--- src/rtl/bpt_pkg.sv ---
// Shared widths, register codes and payload types of the barometer compensation pipeline.
`default_nettype none

package bpt_pkg;

  localparam int RAW_W     = 24;
  localparam int COEF_W    = 16;
  localparam int OUT_W     = 32;
  localparam int CFG_IDX_W = 3;

  // Temperature difference from the reference: D2 - C5 * 2^8.
  localparam int DT_W   = RAW_W + 1;
  // Temperature in centidegrees before and after the second-order term.
  localparam int TEMP_W = 20;
  // Offset and sensitivity, including their second-order corrections.
  localparam int WIDE_W = 42;
  // dT^2 >> 31 never exceeds 2^17.
  localparam int T2_W   = 19;

  localparam logic [RAW_W-1:0] RAW_MAX = {RAW_W{1'b1}};

  localparam logic signed [TEMP_W-1:0] TEMP_REF  = 20'sd2000;
  localparam logic signed [TEMP_W-1:0] TEMP_COLD = -20'sd1500;

  // Calibration register indexes.
  localparam logic [CFG_IDX_W-1:0] REG_C1 = 3'd0;
  localparam logic [CFG_IDX_W-1:0] REG_C2 = 3'd1;
  localparam logic [CFG_IDX_W-1:0] REG_C3 = 3'd2;
  localparam logic [CFG_IDX_W-1:0] REG_C4 = 3'd3;
  localparam logic [CFG_IDX_W-1:0] REG_C5 = 3'd4;
  localparam logic [CFG_IDX_W-1:0] REG_C6 = 3'd5;

  typedef struct packed {
    logic [COEF_W-1:0] c1;
    logic [COEF_W-1:0] c2;
    logic [COEF_W-1:0] c3;
    logic [COEF_W-1:0] c4;
    logic [COEF_W-1:0] c5;
    logic [COEF_W-1:0] c6;
  } coef_t;

  // First-order results plus what the second-order correction needs.
  typedef struct packed {
    logic [RAW_W-1:0]         d1;
    logic                     err;
    logic signed [TEMP_W-1:0] temp;
    logic signed [WIDE_W-1:0] off;
    logic signed [WIDE_W-1:0] sens;
    logic [T2_W-1:0]          t2;
    logic signed [TEMP_W-1:0] dwarm;
    logic signed [TEMP_W-1:0] dcold;
    logic                     lo;
    logic                     vlo;
  } first_t;

  // Fully corrected temperature, offset and sensitivity.
  typedef struct packed {
    logic [RAW_W-1:0]         d1;
    logic                     err;
    logic signed [TEMP_W-1:0] temp;
    logic signed [WIDE_W-1:0] off;
    logic signed [WIDE_W-1:0] sens;
  } second_t;

endpackage

`default_nettype wire

--- src/rtl/bpt_first_order.sv ---
// Three-stage first-order compensation: dT, the dT products, then TEMP, OFF and SENS.
`default_nettype none

module bpt_first_order (
  input  logic                          clk,
  input  logic                          rst,
  input  logic                          in_valid,
  output logic                          in_ready,
  input  logic [bpt_pkg::RAW_W-1:0]     d1,
  input  logic [bpt_pkg::RAW_W-1:0]     d2,
  input  bpt_pkg::coef_t                coef,
  output logic                          res_valid,
  input  logic                          res_ready,
  output bpt_pkg::first_t               res
);

  localparam int PROD_W = bpt_pkg::DT_W + bpt_pkg::COEF_W + 1;
  localparam int SQ_W   = 2 * bpt_pkg::DT_W;

  logic en1, en2, en3;

  logic                             s1_valid;
  logic [bpt_pkg::RAW_W-1:0]        s1_d1;
  logic                             s1_err;
  logic signed [bpt_pkg::DT_W-1:0]  s1_dt;

  logic                             s2_valid;
  logic [bpt_pkg::RAW_W-1:0]        s2_d1;
  logic                             s2_err;
  logic signed [PROD_W-1:0]         s2_p6;
  logic signed [PROD_W-1:0]         s2_p4;
  logic signed [PROD_W-1:0]         s2_p3;
  logic signed [SQ_W-1:0]           s2_pdd;

  logic signed [bpt_pkg::DT_W:0]      dt_full;
  logic                               raw_err;
  logic signed [PROD_W-1:0]           p6, p4, p3;
  logic signed [SQ_W-1:0]             pdd;
  logic signed [bpt_pkg::TEMP_W-1:0]  temp;
  logic signed [bpt_pkg::WIDE_W-1:0]  off, sens;

  assign en3      = !res_valid || res_ready;
  assign en2      = !s2_valid || en3;
  assign en1      = !s1_valid || en2;
  assign in_ready = en1;

  // Stage 1: range check of the raw words and dT.
  assign dt_full = $signed({2'b00, d2}) - $signed({2'b00, coef.c5, 8'h00});
  assign raw_err = (d1 == '0) || (d1 == bpt_pkg::RAW_MAX) ||
                   (d2 == '0) || (d2 == bpt_pkg::RAW_MAX);

  // Stage 2: the four products of dT.
  assign p6  = s1_dt * $signed({1'b0, coef.c6});
  assign p4  = s1_dt * $signed({1'b0, coef.c4});
  assign p3  = s1_dt * $signed({1'b0, coef.c3});
  assign pdd = s1_dt * s1_dt;

  // Stage 3: first-order temperature, offset and sensitivity.
  assign temp = bpt_pkg::TEMP_REF + bpt_pkg::TEMP_W'(s2_p6 >>> 23);
  assign off  = bpt_pkg::WIDE_W'($signed({1'b0, coef.c2, 16'h0000}))
              + bpt_pkg::WIDE_W'(s2_p4 >>> 7);
  assign sens = bpt_pkg::WIDE_W'($signed({1'b0, coef.c1, 15'h0000}))
              + bpt_pkg::WIDE_W'(s2_p3 >>> 8);

  always_ff @(posedge clk) begin
    if (rst) begin
      s1_valid  <= 1'b0;
      s2_valid  <= 1'b0;
      res_valid <= 1'b0;
    end else begin
      if (en1) s1_valid  <= in_valid;
      if (en2) s2_valid  <= s1_valid;
      if (en3) res_valid <= s2_valid;
    end
  end

  always_ff @(posedge clk) begin
    if (en1) begin
      s1_d1  <= d1;
      s1_err <= raw_err;
      s1_dt  <= dt_full[bpt_pkg::DT_W-1:0];
    end
    if (en2) begin
      s2_d1  <= s1_d1;
      s2_err <= s1_err;
      s2_p6  <= p6;
      s2_p4  <= p4;
      s2_p3  <= p3;
      s2_pdd <= pdd;
    end
    if (en3) begin
      res.d1    <= s2_d1;
      res.err   <= s2_err;
      res.temp  <= temp;
      res.off   <= off;
      res.sens  <= sens;
      res.t2    <= bpt_pkg::T2_W'(s2_pdd >>> 31);
      res.dwarm <= temp - bpt_pkg::TEMP_REF;
      res.dcold <= temp - bpt_pkg::TEMP_COLD;
      res.lo    <= temp < bpt_pkg::TEMP_REF;
      res.vlo   <= temp < bpt_pkg::TEMP_COLD;
    end
  end

endmodule

`default_nettype wire

--- config.mk ---
export PLATFORM = sky130hd
export DESIGN_NAME = bpt_first_order
export DESIGN_NICKNAME = d
export VERILOG_FILES = /design/src/rtl/bpt_pkg.sv /design/src/rtl/bpt_first_order.sv
export SDC_FILE = /design/constraint.sdc
export NUM_CORES = 2
export LEC_CHECK = 0
export BUFFER_PORTS_ARGS = -buffer_cell sky130_fd_sc_hd__buf_2
export CAP_MARGIN = 20
export CORE_AREA = 2 2 339 341
export CTS_CLUSTER_DIAMETER = 40
export DETAILED_ROUTE_END_ITERATION = 12
export DIE_AREA = 0 0 341 343
export PLACE_DENSITY = 0.85
export SYNTH_ARGS = -nofsm -noshare
export SYNTH_HDL_FRONTEND = slang
export SYNTH_SLANG_ARGS = --single-unit
--- constraint.sdc ---
create_clock -name clk -period 13.6 [get_ports clk]
set_input_delay 2.04 -clock clk [delete_from_list [all_inputs] [get_ports clk]]
set_output_delay 2.04 -clock clk [all_outputs]
set_load 0.02 [all_outputs]
==> metrics.md <==
| Metric | Value |
|---|---|
| Avg Synthesized Cell Area | `9.961 um2` |
| R2r startpoint | `s1_dt[4]` |
| Full die area | `117000 um2` |
| Synth top cells by count | `2054 x inv_1, 1776 x fa_1, 973 x nand2_1` |
| Routability cong. | `0.9204` |
| Final Skew | `0.03674 ns` |
| Number of synthesized register bits | `356` |
| Die span in x | `341 um` |
| CP top delay family | `adder cells` |
| RSZ-0062 raised after global routing | `no` |
| Area grow syn2layout | `5.810%` |
| Slack of the critical path | `4.749 ns` |
| Cts bufs inserted | `52` |
| Worst path cell trace | `buf_2 -> nand2_1 -> inv_1 -> fa_1 -> fa_1 -> inv_1 -> fa_1 -> fa_1 -> fa_1 -> fa_1 -> inv_1 -> ha_1 -> nand4_1 -> or3_1 -> a2111oi_0 -> o2111ai_1 -> a31oi_1 -> a211o_1 -> a21oi_1 -> xnor2_1` |
| Core area | `113400 um2` |
| Root buffer cell | `clkbuf_16` |
| Final Hold Viols | `0` |
| Seq/Total Area, Yosys | `0.1411` |
| Max incr delay on CP | `0.88 ns` |
| FP Rows | `124` |
| Synth area leader | `fa_1` |
| CTS Sinks | `356` |
| CP startpoint kind | `primary input` |
| Dpl ws | `4.057 ns` |
| Mapped Area | `75550 um2` |
| Status | `finished clean` |
| Ys Warns | `0` |
| Crit path capture type | `flip-flop` |
| Global-route wire length before repair | `292200 um` |
| Maxcap violations | `0` |
| Post-synth top area share | `0.4706` |
| Critical Path Most Common Cell | `fa_1` |
| Maximum number of pins on one net before global-route repair | `101` |
| Die height | `343 um` |
| Routed vias/inst | `5.601` |
| Fin nets | `10120` |
| Setup Buffers After CTS | `0` |
| Share of post-route cells with drive strength above 1 | `0.06535` |
| Slew margin rel. | `0.3206` |
| Required @ worst endpoint | `13.97 ns` |
| Fin crit period | `8.851 ns` |
| Crit. Startpoint | `coef[2]` |
| Post-CTS Hold Buffers | `0` |
| Final core occ | `0.7048` |
| Max-slew violation count | `0` |
| Initial antenna violation count | `7` |
| Grt ovf | `0` |
| Total number of vias | `51780` |
| Hold Crit Class | `reg2reg` |
| Ports | `340` |
| Slew @ Worst Pin | `0.9934 ns` |
| WP buf/inv | `4` |
| DRC violations left | `0` |
| Hold_ws | `0.4042 ns` |
| Most used flip-flop cell after synthesis | `edfxtp_1` |
| Starting Density | `0.6661` |
| CP max-delay cell | `a2111oi_0` |
| CTS resizes | `0` |
| Final wirelength | `175400 um` |
| Total Routing Usage GR | `0.3161` |
| CTS tree | `done` |
| Post-DP HPWL | `134200 um` |
| H-tree Lvls | `2` |
| EDFF count, synth | `353` |
| Buffers on Ports | `339` |
| Critical path class | `in2reg` |
| Synth top area cells | `fa_1 47%, edfxtp_1 14%, inv_1 10%` |
| Setup TNS | `0 ns` |
| DR iter-0 viols | `3280` |
| Number of iterations in the first detailed-routing pass | `6` |
| Vias in the first global route | `59220` |
| # setup viols final | `0` |
| Fin crit share | `0.6508` |
| Skew-Pair Late Insertion Delay | `0.66 ns` |
| Syn_nets | `10010` |
| Most common cell in the netlist | `inv_1` |
| Critical path arrival | `9.22 ns` |
| Clk buf depth | `3` |
| Syn Inst Count | `7584` |
| Ys async rst share | `0` |
| Peak Freq | `113.0 MHz` |
| Worst-path clk slew | `0.06 ns` |
| Worst hold start | `s2_p3[8]` |
| Synth cell types | `75` |
| WL/cell | `18.97 um` |
| Post-route ant nets | `0` |
| Crit Path Max Fanout | `25` |
## final cells by class
type	count	area, um2
Fill cell	8018	33480
Clock inverter	39	426.7
Sequential cell	356	10660
Antenna cell	6	15.01
Clock buffer	56	1316
Inverter	2054	7722
Timing Repair Buffer	389	2072
Tap cell	1512	1892
Multi-Input combinational cell	4834	55830
## cell usage in the layout (no fill, tap or decap), types with 15 or more instances in the layout
| cell | n |
|---|---|
| nand2_1 | 972 |
| buf_2 | 339 |
| clkbuf_16 | 52 |
| edfxtp_1 | 353 |
| fa_1 | 1776 |
| a21oi_1 | 103 |
| nand3_1 | 21 |
| nor4_1 | 18 |
| a21o_1 | 76 |
| inv_6 | 16 |
| and2_1 | 587 |
| xnor2_1 | 143 |
| buf_4 | 50 |
| nor2_1 | 141 |
| ha_1 | 505 |
| inv_1 | 2052 |
| and3_1 | 17 |
| nor2b_1 | 43 |
| xor2_1 | 75 |
| nand2b_1 | 18 |
| a31oi_1 | 15 |
| nor3_1 | 40 |
| o21a_1 | 25 |
| o21ai_0 | 57 |
| nand4_1 | 34 |
## flip-flops by register name, indices dropped and copies added, names as in the netlist
register / count
s1_err: 1
res_valid: 1
s1_dt: 25
s2_pdd: 19
s1_d1: 24
s2_p6: 19
s2_d1: 24
s2_p4: 35
s2_err: 1
s2_valid: 1
res: 171
s2_p3: 34
s1_valid: 1
## cell families after synthesis
| logic type | Yosys count | share of synthesized area |
|---|---|---|
| buffers and inverters | 2394 | 0.1199 |
| adder cells (fa/ha/maj) | 2281 | 0.5543 |
| AND/OR/NAND/NOR | 1932 | 0.1228 |
| AO/OA/AOI/OAI | 400 | 0.03624 |
| flip-flops | 356 | 0.1411 |
| XOR/XNOR | 218 | 0.02527 |
| multiplexers | 3 | 0.0004140 |
## layer usage
layer  up-vias  GRT usage  routed length, um
met5         -          0                 13
met4         2     0.1329               8139
met3       622    0.05751              14920
met2      2402     0.5517              88830
met1     26380     0.3896              63450
li1      22380          -                  -
## per-stage QoR
stage	cells	instance area [um2]
global placement	9145	78180
global route	9244	79930
detailed placement	9145	78180
finish	9246	79940
CTS	9240	79920
floorplan	7584	75550
## worst paths after layout
path                      to  slack, ns  depth (start not counted)
setup / recovery   s2_p6[41]       4.75                         20
hold / removal       res[61]       0.40                          0
setup reg to reg  s2_pdd[43]       4.82                         25
hold reg to reg      res[61]       0.40                          0
Power is left out: the tool's default activity adds up to more than one toggle a clock period on the data nets, which glitch-free logic cannot reach.
