<file path="config.mk">
export PLATFORM = sky130hd
export DESIGN_NAME = bpt_second_order
export DESIGN_NICKNAME = d
export VERILOG_FILES = /design/src/rtl/bpt_pkg.sv /design/src/rtl/bpt_second_order.sv
export SDC_FILE = /design/constraint.sdc
export NUM_CORES = 2
export LEC_CHECK = 0
export ABC_AREA = 1
export CAP_MARGIN = 20
export CORE_MARGIN = 8
export CORE_UTILIZATION = 52
export DETAILED_ROUTE_END_ITERATION = 8
export DONT_BUFFER_PORTS = 1
export GPL_TIMING_DRIVEN = 0
export PLACE_DENSITY = 0.71
export SLEW_MARGIN = 5
export SYNTH_ARGS = -nofsm -noshare
export SYNTH_HDL_FRONTEND = slang
export SYNTH_SLANG_ARGS = --single-unit
</file>
<file path="constraint.sdc">
create_clock -name clk -period 13.4 [get_ports clk]
set_input_delay 2.01 -clock clk [delete_from_list [all_inputs] [get_ports clk]]
set_output_delay 2.01 -clock clk [all_outputs]
set_load 0.02 [all_outputs]
</file>
<file path="src/rtl/bpt_pkg.sv">
// Shared widths, register codes and payload types of the barometer compensation pipeline.
`default_nettype none

package bpt_pkg;

  localparam int RAW_W     = 24;
  localparam int COEF_W    = 16;
  localparam int OUT_W     = 32;
  localparam int CFG_IDX_W = 3;

  // Temperature difference from the reference: D2 - C5 * 2^8.
  localparam int DT_W   = RAW_W + 1;
  // Temperature in centidegrees before and after the second-order term.
  localparam int TEMP_W = 20;
  // Offset and sensitivity, including their second-order corrections.
  localparam int WIDE_W = 42;
  // dT^2 >> 31 never exceeds 2^17.
  localparam int T2_W   = 19;

  localparam logic [RAW_W-1:0] RAW_MAX = {RAW_W{1'b1}};

  localparam logic signed [TEMP_W-1:0] TEMP_REF  = 20'sd2000;
  localparam logic signed [TEMP_W-1:0] TEMP_COLD = -20'sd1500;

  // Calibration register indexes.
  localparam logic [CFG_IDX_W-1:0] REG_C1 = 3'd0;
  localparam logic [CFG_IDX_W-1:0] REG_C2 = 3'd1;
  localparam logic [CFG_IDX_W-1:0] REG_C3 = 3'd2;
  localparam logic [CFG_IDX_W-1:0] REG_C4 = 3'd3;
  localparam logic [CFG_IDX_W-1:0] REG_C5 = 3'd4;
  localparam logic [CFG_IDX_W-1:0] REG_C6 = 3'd5;

  typedef struct packed {
    logic [COEF_W-1:0] c1;
    logic [COEF_W-1:0] c2;
    logic [COEF_W-1:0] c3;
    logic [COEF_W-1:0] c4;
    logic [COEF_W-1:0] c5;
    logic [COEF_W-1:0] c6;
  } coef_t;

  // First-order results plus what the second-order correction needs.
  typedef struct packed {
    logic [RAW_W-1:0]         d1;
    logic                     err;
    logic signed [TEMP_W-1:0] temp;
    logic signed [WIDE_W-1:0] off;
    logic signed [WIDE_W-1:0] sens;
    logic [T2_W-1:0]          t2;
    logic signed [TEMP_W-1:0] dwarm;
    logic signed [TEMP_W-1:0] dcold;
    logic                     lo;
    logic                     vlo;
  } first_t;

  // Fully corrected temperature, offset and sensitivity.
  typedef struct packed {
    logic [RAW_W-1:0]         d1;
    logic                     err;
    logic signed [TEMP_W-1:0] temp;
    logic signed [WIDE_W-1:0] off;
    logic signed [WIDE_W-1:0] sens;
  } second_t;

endpackage

`default_nettype wire

</file>
<file path="src/rtl/bpt_second_order.sv">
// Three-stage second-order correction: squares, OFF2 and SENS2, then the subtractions.
`default_nettype none

module bpt_second_order (
  input  logic              clk,
  input  logic              rst,
  input  logic              in_valid,
  output logic              in_ready,
  input  bpt_pkg::first_t   in_data,
  output logic              res_valid,
  input  logic              res_ready,
  output bpt_pkg::second_t  res
);

  localparam int SQT_W = 2 * bpt_pkg::TEMP_W;

  logic en1, en2, en3;

  logic                       s1_valid;
  bpt_pkg::first_t            s1_f;
  logic signed [SQT_W-1:0]    s1_sqw;
  logic signed [SQT_W-1:0]    s1_sqc;

  logic                       s2_valid;
  bpt_pkg::first_t            s2_f;
  logic [bpt_pkg::WIDE_W-1:0] s2_off2;
  logic [bpt_pkg::WIDE_W-1:0] s2_sens2;

  logic [bpt_pkg::WIDE_W-1:0] sw, sc, sw5, sc7, sc11;
  logic [bpt_pkg::WIDE_W-1:0] off2, sens2;

  assign en3      = !res_valid || res_ready;
  assign en2      = !s2_valid || en3;
  assign en1      = !s1_valid || en2;
  assign in_ready = en1;

  // Both squares are non-negative, so plain shifts round the same as the arithmetic ones.
  assign sw   = bpt_pkg::WIDE_W'($unsigned(s1_sqw));
  assign sc   = bpt_pkg::WIDE_W'($unsigned(s1_sqc));
  assign sw5  = (sw << 2) + sw;
  assign sc7  = (sc << 3) - sc;
  assign sc11 = (sc << 3) + (sc << 1) + sc;

  always_comb begin
    off2  = '0;
    sens2 = '0;
    if (s1_f.lo) begin
      off2  = sw5 >> 1;
      sens2 = sw5 >> 2;
      if (s1_f.vlo) begin
        off2  = off2 + sc7;
        sens2 = sens2 + (sc11 >> 1);
      end
    end
  end

  always_ff @(posedge clk) begin
    if (rst) begin
      s1_valid  <= 1'b0;
      s2_valid  <= 1'b0;
      res_valid <= 1'b0;
    end else begin
      if (en1) s1_valid  <= in_valid;
      if (en2) s2_valid  <= s1_valid;
      if (en3) res_valid <= s2_valid;
    end
  end

  always_ff @(posedge clk) begin
    if (en1) begin
      s1_f   <= in_data;
      s1_sqw <= in_data.dwarm * in_data.dwarm;
      s1_sqc <= in_data.dcold * in_data.dcold;
    end
    if (en2) begin
      s2_f     <= s1_f;
      s2_off2  <= off2;
      s2_sens2 <= sens2;
    end
    if (en3) begin
      res.d1   <= s2_f.d1;
      res.err  <= s2_f.err;
      res.temp <= s2_f.lo ? s2_f.temp - $signed(bpt_pkg::TEMP_W'(s2_f.t2)) : s2_f.temp;
      res.off  <= s2_f.off - $signed(s2_off2);
      res.sens <= s2_f.sens - $signed(s2_sens2);
    end
  end

endmodule

`default_nettype wire

</file>
==> impl_metrics.env <==
export IMPL_synth_edf_count=590
export IMPL_dpl_hpwl_mm=180
export IMPL_worst_setup_path_start_kind="input pin"
export IMPL_grt_pass1_vias=55200
export IMPL_worstMarginPinSlew_ns=1.17
export IMPL_startpoint="in_data[6]"
export IMPL_start_util_pct=52.2
export IMPL_reg2reg_to="s2_sens2[36]$_SDFFCE_PN0P_"
export IMPL_dr_pass1_iters=6
export IMPL_hp_class="reg2reg"
export IMPL_ctsHtreeMaxLevel=2
export IMPL_drtIter0Drc=4583
export IMPL_yosysSeqAreaShare_pct=26.0
export IMPL_chipWidth_um=379
export IMPL_crit_path_end_kind="register"
export IMPL_fin_ws_ns=4.17
export IMPL_drive_gt1_share_pct=2.40
export IMPL_final_cells=10200
export IMPL_track_usage_pct=28.8
export IMPL_cts_buffers=58
export IMPL_fp_coreArea_mm2=0.131
export IMPL_ys_types=50
export IMPL_finalSetupTns_ns=0
export IMPL_worstReg2RegStart="s1_sqc[5]$_DFFE_PP_"
export IMPL_drc=0
export IMPL_yosysTopAreaCellShare_pct=25.9
export IMPL_fin_skew_ns=0.0459
export IMPL_grt_ovfl_total=0
export IMPL_avgRoutedWirePerCell_um=20.5
export IMPL_status="complete, no violations"
export IMPL_drv_slew=0
export IMPL_syn_cell_area_mm2=0.0684
export IMPL_root_buffer="clkbuf_16"
export IMPL_max_freq_ghz=0.108
export IMPL_clock_path_buffers=3
export IMPL_cts_sinks=593
export IMPL_syn_nets=9804
export IMPL_rows=133
export IMPL_ant_nets=0
export IMPL_critPathRequiredTime_ns=13.78
export IMPL_die_area_mm2=0.143
export IMPL_hold_buffers=0
export IMPL_hold_viol_final=0
export IMPL_syn_avg_cell_area_um2=8.25
export IMPL_portBuffers=0
export IMPL_ys_flop_type="edfxtp_1"
export IMPL_nets=9878
export IMPL_clock_latency_ns=0.66
export IMPL_place_gp_congestion=1.02
export IMPL_cts_resized=0
export IMPL_arrival_ns=9.61
export IMPL_rsz0062_at_grt="false"
export IMPL_relSlewSlack_pct=21.8
export IMPL_dp_cells=10100
export IMPL_r2r_slack_ns=7.93
export IMPL_io_pins=325
export IMPL_synth_area_leaders="edfxtp_1 26%, fa_1 25%, nand2_1 11%, inv_1 11%, ha_1 8.8%"
export IMPL_clkTransAtPathRegs_ns=0.06
export IMPL_die_y_um=379
export IMPL_syn_to_final_growth_pct=6.37
export IMPL_synth_largest_area_cell="edfxtp_1"
export IMPL_vias=54200
export IMPL_crit_path_end="s1_sqc[36]$_DFFE_PP_"
export IMPL_antenna_found_initial=10
export IMPL_reg2regPathDepth=22
export IMPL_synth_seq_cells=593
export IMPL_grt_start_max_net_pins=121
export IMPL_post_cts_buffers=0
export IMPL_synth_cells=8287
export IMPL_cp_max_fo=10
export IMPL_min_period_ns=9.23
export IMPL_ys_warn_count=0
export IMPL_crit_type="in2reg"
export IMPL_hold_slack_ns=0.379
export IMPL_setup_viol=0
export IMPL_cap_violations=0
export IMPL_routed_wl_mm=208
export IMPL_grt_first_pass_wirelength_mm=319
export IMPL_vias_per_cell=5.33
export IMPL_cts_tree="built"
export IMPL_preCtsSetupSlack_ns=3.62
export IMPL_period_share_pct=68.9
export IMPL_ys_async_sr_fraction_pct=0
-- per-layer routing --
layer | global-route usage, % | share of wire [%]
met5 | 0 | 0.013
met4 | 10.2 | 4.2
met3 | 3.86 | 7.1
met2 | 49.1 | 47
met1 | 37.8 | 41
-- worst min path at each step --
| stage | start | to | slack (ns) | cells after the start |
|---|---|---|---|---|
| final | s2_f[168]$_DFFE_PP_ | res[107]$_DFFE_PP_ | 0.38 | 0 |
| after global placement | s2_f[169]$_DFFE_PP_ | res[108]$_DFFE_PP_ | 0.40 | 0 |
| after detailed placement | s2_f[168]$_DFFE_PP_ | res[107]$_DFFE_PP_ | 0.40 | 0 |
| after floorplan | s2_f[165]$_DFFE_PP_ | res[104]$_DFFE_PP_ | 0.40 | 0 |
| after CTS | s2_f[168]$_DFFE_PP_ | res[107]$_DFFE_PP_ | 0.37 | 0 |
| after global routing | s2_f[168]$_DFFE_PP_ | res[107]$_DFFE_PP_ | 0.38 | 0 |
-- state kept, by name, summed over array words and instances, names as in the netlist --
| signal | cells |
|---|---|
| s1_f | 150 |
| s2_f | 149 |
| res | 129 |
| s2_off2 | 42 |
| s2_sens2 | 42 |
| s1_sqc | 39 |
| s1_sqw | 39 |
| res_valid | 1 |
| s1_valid | 1 |
| s2_valid | 1 |
-- cells in the mapped netlist, types with 44 or more instances --
| library cell | number |
|---|---|
| edfxtp_1 | 590 |
| nor2_1 | 658 |
| ha_1 | 479 |
| a21o_1 | 44 |
| fa_1 | 844 |
| xnor2_1 | 72 |
| clkbuf_1 | 97 |
| nand4_1 | 72 |
| nand2_1 | 2024 |
| xor2_1 | 167 |
| a21oi_1 | 417 |
| nand3_1 | 305 |
| o21ai_0 | 197 |
| inv_1 | 1979 |
-- per-stage QoR --
stage	utilization [%]	area, um2
after floorplan	-	68400
after detailed placement	54.1	70800
final	55.5	72700
after global placement	53.9	70600
after CTS	55.5	72700
after global routing	55.5	72700
-- cell usage in the layout, fill, tap and decap left out, drive strengths merged, types with 2 or more instances in the layout --
master	n
o31ai	2
a21oi	426
diode	7
a31o	4
dfxtp	3
nor3	41
nand2	2041
bufinv	2
fa	844
nand4	72
a21boi	15
xnor2	72
edfxtp	590
buf	25
or2	21
and3	8
o21a	8
o21ai	209
nor3b	2
nand3	312
ha	479
a211oi	3
a21o	44
o21bai	41
inv	1987
nand3b	29
nor4	12
clkbuf	168
and2	22
nor2	673
a31oi	40
clkinv	25
o211ai	10
xor2	173
-- cell type report --
type | count | area (um2)
antenna | 7 | 17.5
buffer | 108 | 409
clock buffer | 71 | 1520
clock inverter | 35 | 335
fill | 12200 | 58200
inverter | 1980 | 7440
multi-input combinational | 5606 | 42800
sequential | 593 | 17800
tap | 1755 | 2200
timing repair buffer | 14 | 260
-- cells by family (layout without fill, tap and decap cells) --
logic type / Yosys count / count (layout) / synth area share, %
AO/OA/AOI/OAI: 802 / 802 / 6.54
multiplexers: 1 / 1 / 0.0165
flip-flops: 593 / 593 / 26.0
adder cells (fa/ha/maj): 1323 / 1323 / 33.5
AND/OR/NAND/NOR: 3234 / 3234 / 19.3
XOR/XNOR: 245 / 245 / 3.20
other: 1 / 8 / 0.00549
buffers and inverters: 2088 / 2208 / 11.5
-- worst max-delay path: stages --
cell	delay [ns]
clkbuf_1	0.52
clkbuf_1	0.63
nand2_1	0.16
fa_1	0.56
fa_1	0.58
inv_1	0.06
fa_1	0.72
inv_1	0.26
fa_1	0.53
inv_1	0.05
fa_1	0.53
inv_1	0.05
fa_1	0.46
fa_1	0.52
inv_1	0.04
ha_1	0.34
inv_1	0.10
o21bai_1	0.10
a31oi_1	0.38
o21ai_0	0.34
a21oi_1	0.23
nand3_1	0.22
xor2_1	0.20
Power is left out: the tool's default activity adds up to more than one toggle a clock period on the data nets, which glitch-free logic cannot reach.
