$ cat src/rtl/bpt_pkg.sv
// Shared widths, register codes and payload types of the barometer compensation pipeline.
`default_nettype none

package bpt_pkg;

  localparam int RAW_W     = 24;
  localparam int COEF_W    = 16;
  localparam int OUT_W     = 32;
  localparam int CFG_IDX_W = 3;

  // Temperature difference from the reference: D2 - C5 * 2^8.
  localparam int DT_W   = RAW_W + 1;
  // Temperature in centidegrees before and after the second-order term.
  localparam int TEMP_W = 20;
  // Offset and sensitivity, including their second-order corrections.
  localparam int WIDE_W = 42;
  // dT^2 >> 31 never exceeds 2^17.
  localparam int T2_W   = 19;

  localparam logic [RAW_W-1:0] RAW_MAX = {RAW_W{1'b1}};

  localparam logic signed [TEMP_W-1:0] TEMP_REF  = 20'sd2000;
  localparam logic signed [TEMP_W-1:0] TEMP_COLD = -20'sd1500;

  // Calibration register indexes.
  localparam logic [CFG_IDX_W-1:0] REG_C1 = 3'd0;
  localparam logic [CFG_IDX_W-1:0] REG_C2 = 3'd1;
  localparam logic [CFG_IDX_W-1:0] REG_C3 = 3'd2;
  localparam logic [CFG_IDX_W-1:0] REG_C4 = 3'd3;
  localparam logic [CFG_IDX_W-1:0] REG_C5 = 3'd4;
  localparam logic [CFG_IDX_W-1:0] REG_C6 = 3'd5;

  typedef struct packed {
    logic [COEF_W-1:0] c1;
    logic [COEF_W-1:0] c2;
    logic [COEF_W-1:0] c3;
    logic [COEF_W-1:0] c4;
    logic [COEF_W-1:0] c5;
    logic [COEF_W-1:0] c6;
  } coef_t;

  // First-order results plus what the second-order correction needs.
  typedef struct packed {
    logic [RAW_W-1:0]         d1;
    logic                     err;
    logic signed [TEMP_W-1:0] temp;
    logic signed [WIDE_W-1:0] off;
    logic signed [WIDE_W-1:0] sens;
    logic [T2_W-1:0]          t2;
    logic signed [TEMP_W-1:0] dwarm;
    logic signed [TEMP_W-1:0] dcold;
    logic                     lo;
    logic                     vlo;
  } first_t;

  // Fully corrected temperature, offset and sensitivity.
  typedef struct packed {
    logic [RAW_W-1:0]         d1;
    logic                     err;
    logic signed [TEMP_W-1:0] temp;
    logic signed [WIDE_W-1:0] off;
    logic signed [WIDE_W-1:0] sens;
  } second_t;

endpackage

`default_nettype wire

$ cat src/rtl/bpt_pressure.sv
// Three-stage pressure output: split D1 * SENS product, shift, offset subtract and saturate.
`default_nettype none

module bpt_pressure (
  input  logic                              clk,
  input  logic                              rst,
  input  logic                              in_valid,
  output logic                              in_ready,
  input  bpt_pkg::second_t                  in_data,
  output logic                              res_valid,
  input  logic                              res_ready,
  output logic signed [bpt_pkg::OUT_W-1:0]  temperature_centideg,
  output logic signed [bpt_pkg::OUT_W-1:0]  pressure_pascal,
  output logic                              read_error
);

  // SENS is split into a low unsigned half and a high signed half.
  localparam int SPLIT_W  = bpt_pkg::WIDE_W / 2;
  localparam int HI_W     = bpt_pkg::WIDE_W - SPLIT_W;
  localparam int PLO_W    = bpt_pkg::RAW_W + SPLIT_W;
  localparam int PHI_W    = bpt_pkg::RAW_W + 1 + HI_W;
  localparam int FULL_W   = bpt_pkg::RAW_W + 1 + bpt_pkg::WIDE_W;
  localparam int PS_W     = FULL_W - 21;
  localparam int X_W      = PS_W + 1;
  localparam int PV_W     = X_W - 15;

  logic en1, en2, en3;

  logic                               s1_valid;
  logic                               s1_err;
  logic signed [bpt_pkg::TEMP_W-1:0]  s1_temp;
  logic signed [bpt_pkg::WIDE_W-1:0]  s1_off;
  logic [PLO_W-1:0]                   s1_plo;
  logic signed [PHI_W-1:0]            s1_phi;

  logic                               s2_valid;
  logic                               s2_err;
  logic signed [bpt_pkg::TEMP_W-1:0]  s2_temp;
  logic signed [bpt_pkg::WIDE_W-1:0]  s2_off;
  logic signed [PS_W-1:0]             s2_ps;

  logic signed [FULL_W-1:0]           full;
  logic signed [X_W-1:0]              x;
  logic signed [PV_W-1:0]             pv;
  logic signed [bpt_pkg::OUT_W-1:0]   p_sat;

  function automatic logic signed [bpt_pkg::OUT_W-1:0] sat_out(
    input logic signed [PV_W-1:0] v
  );
    logic signed [bpt_pkg::OUT_W-1:0] r;
    if ((&v[PV_W-1:bpt_pkg::OUT_W-1]) || !(|v[PV_W-1:bpt_pkg::OUT_W-1])) begin
      r = v[bpt_pkg::OUT_W-1:0];
    end else if (v[PV_W-1]) begin
      r = {1'b1, {(bpt_pkg::OUT_W-1){1'b0}}};
    end else begin
      r = {1'b0, {(bpt_pkg::OUT_W-1){1'b1}}};
    end
    return r;
  endfunction

  assign en3      = !res_valid || res_ready;
  assign en2      = !s2_valid || en3;
  assign en1      = !s1_valid || en2;
  assign in_ready = en1;

  assign full  = (FULL_W'(s1_phi) <<< SPLIT_W) + FULL_W'($signed({1'b0, s1_plo}));
  assign x     = X_W'(s2_ps) - X_W'(s2_off);
  assign pv    = PV_W'(x >>> 15);
  assign p_sat = sat_out(pv);

  always_ff @(posedge clk) begin
    if (rst) begin
      s1_valid  <= 1'b0;
      s2_valid  <= 1'b0;
      res_valid <= 1'b0;
    end else begin
      if (en1) s1_valid  <= in_valid;
      if (en2) s2_valid  <= s1_valid;
      if (en3) res_valid <= s2_valid;
    end
  end

  always_ff @(posedge clk) begin
    if (en1) begin
      s1_err  <= in_data.err;
      s1_temp <= in_data.temp;
      s1_off  <= in_data.off;
      s1_plo  <= in_data.d1 * in_data.sens[SPLIT_W-1:0];
      s1_phi  <= $signed({1'b0, in_data.d1}) *
                 $signed(in_data.sens[bpt_pkg::WIDE_W-1:SPLIT_W]);
    end
    if (en2) begin
      s2_err  <= s1_err;
      s2_temp <= s1_temp;
      s2_off  <= s1_off;
      s2_ps   <= PS_W'(full >>> 21);
    end
    if (en3) begin
      read_error           <= s2_err;
      // The corrected temperature always fits in 32 bits, so it is only sign-extended.
      temperature_centideg <= s2_err ? '0 : bpt_pkg::OUT_W'(s2_temp);
      pressure_pascal      <= s2_err ? '0 : p_sat;
    end
  end

endmodule

`default_nettype wire

$ cat config.mk
export PLATFORM = sky130hd
export DESIGN_NAME = bpt_pressure
export DESIGN_NICKNAME = d
export VERILOG_FILES = /design/src/rtl/bpt_pkg.sv /design/src/rtl/bpt_pressure.sv
export SDC_FILE = /design/constraint.sdc
export NUM_CORES = 2
export LEC_CHECK = 0
export BUFFER_PORTS_ARGS = -buffer_cell sky130_fd_sc_hd__clkbuf_2
export CAP_MARGIN = 15
export CORE_UTILIZATION = 35
export DETAILED_ROUTE_END_ITERATION = 10
export SLEW_MARGIN = 20
export SYNTH_ARGS = -nofsm -noshare
export SYNTH_HDL_FRONTEND = slang
export SYNTH_SLANG_ARGS = --single-unit
$ cat constraint.sdc
create_clock -name clk -period 9.5 [get_ports clk]
set_clock_uncertainty 0.05 [all_clocks]
set_input_delay 1.9 -clock clk [delete_from_list [all_inputs] [get_ports clk]]
set_output_delay 1.9 -clock clk [all_outputs]
set_load 0.03 [all_outputs]
==> flow_summary.ini <==
[status]
status = finished, final reports clean

[worst_hold_path]
min_path_cells = 0
hp-class = flip-flop to flip-flop
hold_start = s1_off[13]

[finish]
fillers = 13200
drive_gt1_frac = 0.0778
syn2layout_area_growth_pct = 9.42
final_nets = 6276

[synthesis]
syn_area_um2 = 46600
synth-edff-count = 295
async_reset_ff_frac = 0
ys_types = 72
ys_seq_elements = 298
yosys_warnings = 0
postSynthCellCount = 4797
synthTopCellsByArea = fa_1 (36%), edfxtp_1 (19%), ha_1 (11%)
synth_nets = 6165
synth_area_leader_cell = fa_1
syn_avg_cell_area_um2 = 9.70
synthFlopType = edfxtp_1
synth_top_area_share = 0.357
yosysSeqAreaShare = 0.192

[global_route]
overflow = 0
grt_pass1_vias = 35200
grt_use_total = 0.190
antenna_found_initial = 12
grt_pass1_wl_mm = 200
grt_max_degree = 87

[clock_network]
cts_setup_buffers = 0
hold_buffers = 0
htreeDepth = 2
clock_latency_ns = 0.55
clkTransAtPathRegs_ns = 0.06
cts_made_buffers = 35
cts_tree = done
cts_num_sinks = 298
clockBufferDepth = 3
cts_resized = 0
clock-root-buffer = clkbuf_16

[detailed_routing]
drcViolationCount = 0
routed-via-count = 33000
dr.pass1.iters = 5
vias_per_cell = 4.94
initialDrtViolationCount = 2251
drt_wl_total_mm = 126
wl_per_cell_um = 18.8
ant_nets = 0

[timing]
timing.fmax_mhz = 110
layout_setup_ws_ns = 0.408
tns_ns = 0
rsz0062_at_grt = false
worst_pin_slew_ns = 1.04
slew_headroom = 0.308
fin_crit_sh = 0.957
fin_crit_ns = 9.09
drv_slew = 0
setup_viol = 0
hold_viol = 0

[placement]
pre_cts_ws_ns = -0.121
hpwl_mm = 101
gp_congestion = 0.878
numPortBuffers = 199

[die]
initial_utilization = 0.353
num_rows = 133
num_io_pins = 200
core_um2 = 132000
dieWidth_um = 367
die_area_um2 = 134000
die_y_um = 367

[job]
max-cap-violations = 0

[worst_setup_path]
rr_worst_depth = 11
start_kind = input port
cp-end-kind = flip-flop
critical_path_class = input port to flip-flop
path_max_fanout = 24
r2r-start = s2_off[28]
crit_start = in_data[112]
crit_required_ns = 9.70
arrival_ns = 9.30
==> area by class of cell <==
type	count	area, um2	share of cell area
antenna	2	5.00	0.0000983
clock buffer	39	912	0.0179
timing repair buffer	308	1890	0.0372
clock inverter	25	298	0.00585
multi-input combinational	3223	32800	0.644
tap	1755	2200	0.0431
inverter	1042	3910	0.0768
sequential	298	8920	0.175
==> cell usage after synthesis, types with 4 or more instances <==
cell type  number
a211o_1         7
ha_1          404
and2_1        472
o31ai_1         4
a221oi_1        4
and3_1         25
buf_4          12
or2_2           4
a31oi_1        19
a221o_1         5
fa_1          831
xnor2_1        84
a21oi_1       141
clkbuf_1      221
a2111oi_0       7
nand2_1       607
nand2b_1       29
o211ai_1       17
o31a_1          4
nand3_1        39
a21o_1         84
nor2_1        102
inv_1        1042
o2111ai_1       4
o21a_1         18
a311oi_1        4
and4_1          5
nand4_1        27
edfxtp_1      295
nor4_1          5
o21ai_0        63
a211oi_1       18
nor2b_1        47
nor3_1         27
o21ai_1         4
xor2_1         40
o21bai_1       18
==> cell families after synthesis <==
group | after synthesis | share of synthesized area
fa+ha+maj | 1235 | 0.466
mux | 5 | 0.00116
simple gates | 1400 | 0.149
flops | 298 | 0.192
xor+xnor | 124 | 0.0233
compound gates | 459 | 0.0650
buf+inv | 1276 | 0.104
==> flip-flops by register name, summed over array words and instances, names as in the netlist <==
signal / count
s1_off: 42
s2_temp: 20
read_error: 1
s2_err: 1
s1_temp: 20
s1_valid: 1
s1_plo: 24
s2_valid: 1
pressure_pascal: 32
res_valid: 1
s2_ps: 46
temperature_centideg: 20
s1_err: 1
s1_phi: 46
s2_off: 42
==> stage by stage <==
step	instance area, um2	util	instances	hold slack [ns]
2_1_floorplan	46600	-	4797	0.350
3_3_place_gp	49700	0.377	6626	0.351
3_5_place_dp	49700	0.377	6626	0.355
4_1_cts	50900	0.386	6690	0.363
5_1_grt	50900	0.386	6690	0.367
6_report	50900	0.386	6692	0.364
==> placed cells by master (no fill, tap or decap), drive strengths merged, types with 6 or more instances in the layout <==
| master | netlist | layout |
|---|---|---|
| inv | 1042 | 1045 |
| fa | 831 | 831 |
| nand2 | 607 | 607 |
| and2 | 473 | 473 |
| ha | 404 | 404 |
| edfxtp | 295 | 295 |
| clkbuf | 221 | 238 |
| a21oi | 142 | 142 |
| buf | 13 | 109 |
| nor2 | 102 | 102 |
| a21o | 84 | 84 |
| xnor2 | 84 | 84 |
| o21ai | 67 | 67 |
| nor2b | 47 | 47 |
| xor2 | 40 | 40 |
| nand3 | 39 | 39 |
| nand2b | 29 | 29 |
| nand4 | 27 | 27 |
| nor3 | 27 | 27 |
| and3 | 25 | 25 |
| a31oi | 20 | 20 |
| o21a | 18 | 18 |
| a211oi | 18 | 18 |
| o21bai | 18 | 18 |
| o211ai | 17 | 17 |
| clkinv | 0 | 13 |
| a2111oi | 8 | 8 |
| a211o | 7 | 7 |
| bufinv | 0 | 6 |
==> worst paths after layout <==
| path | end | slack (ns) |
|---|---|---|
| setup / recovery | s1_phi[43] | 0.41 |
| hold / removal | s2_off[13] | 0.36 |
| setup reg to reg | pressure_pascal[28] | 5.95 |
| hold reg to reg | s2_off[13] | 0.36 |
==> critical path: stages <==
cell       delay, ns
clkbuf_2        0.46
buf_4           0.35
and2_1          0.15
fa_1            0.44
fa_1            0.54
inv_1           0.05
fa_1            0.48
inv_1           0.06
fa_1            0.46
ha_1            0.30
fa_1            0.49
inv_1           0.05
fa_1            0.47
inv_1           0.05
ha_1            0.37
nand3_1         0.15
a21oi_1         0.15
a211o_1         0.20
nand4_1         0.22
a2111oi_1       0.90
o21ai_0         0.17
buf_4           0.18
a31oi_1         0.18
buf_4           0.18
mux2i_1         0.18
o2111ai_1       0.14
==> routing by layer <==
metal / share of wire / GRT usage / up-vias
met5: 0.0012 / 0 / -
met4: 0.029 / 0.0546 / 18
met3: 0.071 / 0.0334 / 209
met2: 0.45 / 0.302 / 1138
met1: 0.45 / 0.265 / 16700
li1: - / - / 15000
Power is not shown: default switching activity piles up to over one toggle a cycle in this logic, so the estimate is an artifact.
